===== src/hw/rtl/isie_pkg.sv =====
package isie_pkg;

  // Fixed field widths of the two channels.
  localparam int unsigned OP_W     = 2;
  localparam int unsigned INDEX_W  = 7;
  localparam int unsigned VALUE_W  = 32;
  localparam int unsigned LENGTH_W = 7;

  // Operation codes carried in the op field.
  typedef enum logic [OP_W-1:0] {
    OP_READ   = 2'd0,
    OP_WRITE  = 2'd1,
    OP_INSERT = 2'd2,
    OP_ERASE  = 2'd3
  } op_e;

  // One operation request.
  typedef struct packed {
    logic [OP_W-1:0]    op;
    logic [INDEX_W-1:0] index;
    logic [VALUE_W-1:0] value;
  } in_item_t;

  // One operation result.
  typedef struct packed {
    logic [VALUE_W-1:0]  read_value;
    logic [LENGTH_W-1:0] length;
    logic                error;
  } out_item_t;

  // Command broadcast to every cell of the row.
  typedef struct packed {
    logic               write_en;
    logic               insert_en;
    logic               erase_en;
    logic               read_en;
    logic [INDEX_W-1:0] index;
  } cell_cmd_t;

endpackage


===== src/hw/rtl/isie_cell.sv =====
module isie_cell #(
  parameter int unsigned DATA_WIDTH = 32,
  parameter int unsigned CMP_W      = 7,
  parameter int unsigned POS        = 0
) (
  input  logic                  clk_i,
  input  isie_pkg::cell_cmd_t   upd_i,
  input  isie_pkg::cell_cmd_t   rd_i,
  input  logic [DATA_WIDTH-1:0] value_i,
  input  logic [DATA_WIDTH-1:0] lower_i,
  input  logic [DATA_WIDTH-1:0] upper_i,
  output logic [DATA_WIDTH-1:0] word_o,
  output logic [DATA_WIDTH-1:0] rd_word_o
);
  import isie_pkg::*;

  localparam logic [CMP_W-1:0] MY_POS = CMP_W'(POS);

  logic [DATA_WIDTH-1:0] word_d, word_q;
  logic [CMP_W-1:0]      upd_idx, rd_idx;
  logic                  upd_at, upd_above, rd_at;

  // Compare this cell's fixed position against the broadcast indexes.
  assign upd_idx   = CMP_W'(upd_i.index);
  assign rd_idx    = CMP_W'(rd_i.index);
  assign upd_at    = (upd_idx == MY_POS);
  assign upd_above = (MY_POS > upd_idx);
  assign rd_at     = (rd_idx == MY_POS);

  // Load the new word, shift up from the lower neighbor, or shift down from the upper one.
  always_comb begin
    word_d = word_q;
    if (upd_i.write_en && upd_at) begin
      word_d = value_i;
    end else if (upd_i.insert_en) begin
      if (upd_at) begin
        word_d = value_i;
      end else if (upd_above) begin
        word_d = lower_i;
      end
    end else if (upd_i.erase_en && (upd_at || upd_above)) begin
      word_d = upper_i;
    end
  end

  always_ff @(posedge clk_i) begin
    word_q <= word_d;
  end

  assign word_o    = word_q;
  // Only the addressed cell drives its word into the read reduction.
  assign rd_word_o = (rd_i.read_en && rd_at) ? word_q : '0;

endmodule


===== config.mk =====
export PLATFORM = sky130hd
export DESIGN_NAME = isie_cell
export DESIGN_NICKNAME = d
export VERILOG_FILES = /design/src/hw/rtl/isie_pkg.sv /design/src/hw/rtl/isie_cell.sv
export SDC_FILE = /design/constraint.sdc
export NUM_CORES = 1
export LEC_CHECK = 0
export ABC_AREA = 1
export BUFFER_PORTS_ARGS = -buffer_cell sky130_fd_sc_hd__clkbuf_2
export CAP_MARGIN = 30
export CORE_MARGIN = 3
export CORE_UTILIZATION = 44
export DETAILED_ROUTE_END_ITERATION = 10
export PLACE_DENSITY = 0.86
export SETUP_SLACK_MARGIN = 0.4
export SLEW_MARGIN = 15
export SYNTH_ARGS = -nofsm -noshare
export SYNTH_HDL_FRONTEND = slang
export SYNTH_SLANG_ARGS = --single-unit

===== constraint.sdc =====
create_clock -name clk_i -period 4.9 [get_ports clk_i]
set_clock_uncertainty 0.15 [all_clocks]
set_input_delay 0.49 -clock clk_i [delete_from_list [all_inputs] [get_ports clk_i]]
set_output_delay 0.49 -clock clk_i [all_outputs]
set_load 0.005 [all_outputs]

==> flow_summary.ini <==
[run_status]
outcome = finished, final reports clean

[logic_synthesis]
ys_types = 22
syn-instance-count = 434
ys_ff_latch = 32
synth_seq_area_share_pct = 33.07
avgSynthCellArea_um2 = 6.694
yosysWarnings = 0
synthesis.nets = 553
mappedNetlistArea_mm2 = 0.002905

[sta]
worst_pin_slew_ns = 0.7752
finalCritPeriodShare_pct = 48.82
drv_slew = 0
min_period_ns = 2.392
finalSetupTns_ns = 0
hold_viol = 0
final-setup-viol-count = 0
setup_slack_ns = 2.508
fmax_mhz = 418.1
rsz0062_at_grt = false
relSlewSlack_pct = 48.32

[floorplan]
core-area_mm2 = 0.006166
start_util_pct = 47.12
die_h_um = 87.26
die_x_um = 87.26
ios = 183
dieArea_mm2 = 0.007614
row_count = 28

[global_routing]
grtUsageTotal_pct = 24.44
grt-ovfl-total = 0
grt_pass1_vias = 3145
grt_start_max_net_pins = 36
antenna_found_initial = 0
grt_pass1_wl_mm = 14.82

[routing]
ant_nets = 0
dr.pass1.iters = 5
viasPerCell = 5.181
drt-initial-drc-count = 227
num_vias = 3466
wl_per_cell_um = 14.47
post-route-drc-count = 0
wl_mm = 9.682

[pwr]
switchingPower_uw = 176.1
peakVddDrop_uv = 135.8
p_per_area_mw_per_mm2 = 167.4
p_int_uw = 468.5
power_frac_seq_pct = 47.5
pwr-share-clk_pct = 30.0
p_comb_share_pct = 22.5
p_leak_nw = 2.216
switching_share_pct = 27.32

[worst_setup_path]
arrival_ns = 1.75
cp_slowest_cell = nand3_1
crit_cells = 6
crit_fanout = 21
slowest_delay_ns = 0.37
critPathLaunchType = primary input
critPathKind = primary input to output port
required_ns = 4.26
cp_common_cell = clkbuf_2
cp_cell_sequence = clkbuf_2 > nor4_1 > nand3_1 > buf_8 > nor2_1 > clkbuf_2
end_kind = output port
cp_top_family = simple AND/OR/NAND/NOR gates
cp.buffers_inverters = 3

[worst_hold_path]
min_path_cells = 3
min_path_type = primary input to flip-flop

[final_layout]
fin_area_mm2 = 0.003850
multi_input_area_mm2 = 0.001360
mostFrequentLayoutCells = clkbuf_2, inv_1, nand3_1
drive_gt1_share_pct = 33.50
fillers = 562
nets = 712
layout.cells.most_common = clkbuf_2
seq_area_um2 = 960.9
largest_register_ff_count = 32
syn2layout_area_growth_pct = 32.52
antenna_cells = 0

[placed_design]
dpl.hpwl_mm = 6.939
io_buffers = 178
pre_cts_ws_ns = 2.204
dpl_cell_area_mm2 = 0.003742
gp_congestion = 0.8549

[clock_network]
clockBufferDepth = 2
clk_pin_slew_ns = 0.07
cts_root_buffer = clkbuf_8
cts_hold_buffers = 0
clkSinkCount = 32
cts_max_level = 2
cts_tree = yes
cts_setup_buffers = 0
cts_resized = 0
cts_buffers = 5

[job]
cap_violations = 0
-- worst paths after layout --
check                    from                    to  slack (ns)
setup / recovery      rd_i[1]          rd_word_o[5]        2.51
hold / removal    value_i[10]  word_o[10]$_DFFE_PP_        0.40
-- worst min-delay path: cells and delay by family --
kind | cells | cell delay (ns)
AND/OR/NAND/NOR | 1 | 0.04
AO/OA/AOI/OAI | 1 | 0.10
buffers and inverters | 1 | 0.09
-- per-stage QoR --
stage | total power [mW] | utilization, % | cells | hold slack [ns]
floorplan | 0.3858 | - | 434 | 0.5699
global placement | 0.4470 | 60.00 | 658 | 0.6759
detailed placement | 0.4532 | 60.69 | 660 | 0.6830
CTS | 0.6457 | 62.03 | 668 | 0.3926
global route | 0.6784 | 62.44 | 669 | 0.4166
finish | 0.6446 | 62.44 | 669 | 0.3995
-- synth_stat cells --
cell      number  area, um^2
a21boi_0      17       127.6
a21boi_1      15       112.6
a21oi_1       32       160.2
buf_1          2       7.510
buf_2         11       55.05
buf_4          3       22.52
buf_6          9       101.4
clkbuf_1       3       11.26
clkbuf_2       3       15.01
edfxtp_1      32       960.9
inv_1        101       379.1
nand2_1       33       123.9
nand2_4        3       33.78
nand3_1       65       325.3
nor2_1        65       244.0
nor2_2         2       12.51
nor2_4         1       11.26
nor2_8         1       20.02
nor3_1         3       15.01
nor4_1         1       6.260
o21ai_0       22       110.1
o21ai_1       10       50.05
-- final cells by class --
cell class,instances,area share [%]
Multi-Input combinational cell,270,35.33
Inverter,101,9.847
Clock inverter,3,0.3575
Clock buffer,5,1.787
Timing Repair Buffer,183,25.28
Tap cell,75,2.437
Sequential cell,32,24.96
-- cells by family (layout without fill, tap and decap cells) --
logic type / Yosys count / count (layout) / share of synthesized area [%]
AO/OA/AOI/OAI: 96 / 96 / 19.29
buffers and inverters: 132 / 292 / 20.37
flip-flops: 32 / 32 / 33.07
AND/OR/NAND/NOR: 174 / 174 / 27.26
-- power groups by stage --
| stage | clock (mW) | sequential [mW] | combinational [mW] |
|---|---|---|---|
| 2_1_floorplan | 0 | 0.312 | 0.0735 |
| 3_3_place_gp | 0 | 0.312 | 0.135 |
| 3_5_place_dp | 0 | 0.312 | 0.141 |
| 4_1_cts | 0.198 | 0.306 | 0.142 |
| 5_1_grt | 0.211 | 0.306 | 0.161 |
| 6_report | 0.193 | 0.306 | 0.145 |
-- per-layer routing --
metal | vias to the layer above | share of wire [%] | track usage (%)
met3 | 20 | 8.8 | 2.081
met2 | 202 | 50 | 42.60
met5 | - | 0 | 0
met1 | 1550 | 40 | 31.86
met4 | 0 | 1.7 | 7.810
li1 | 1694 | - | -
(Power assumes the default switching activity.)
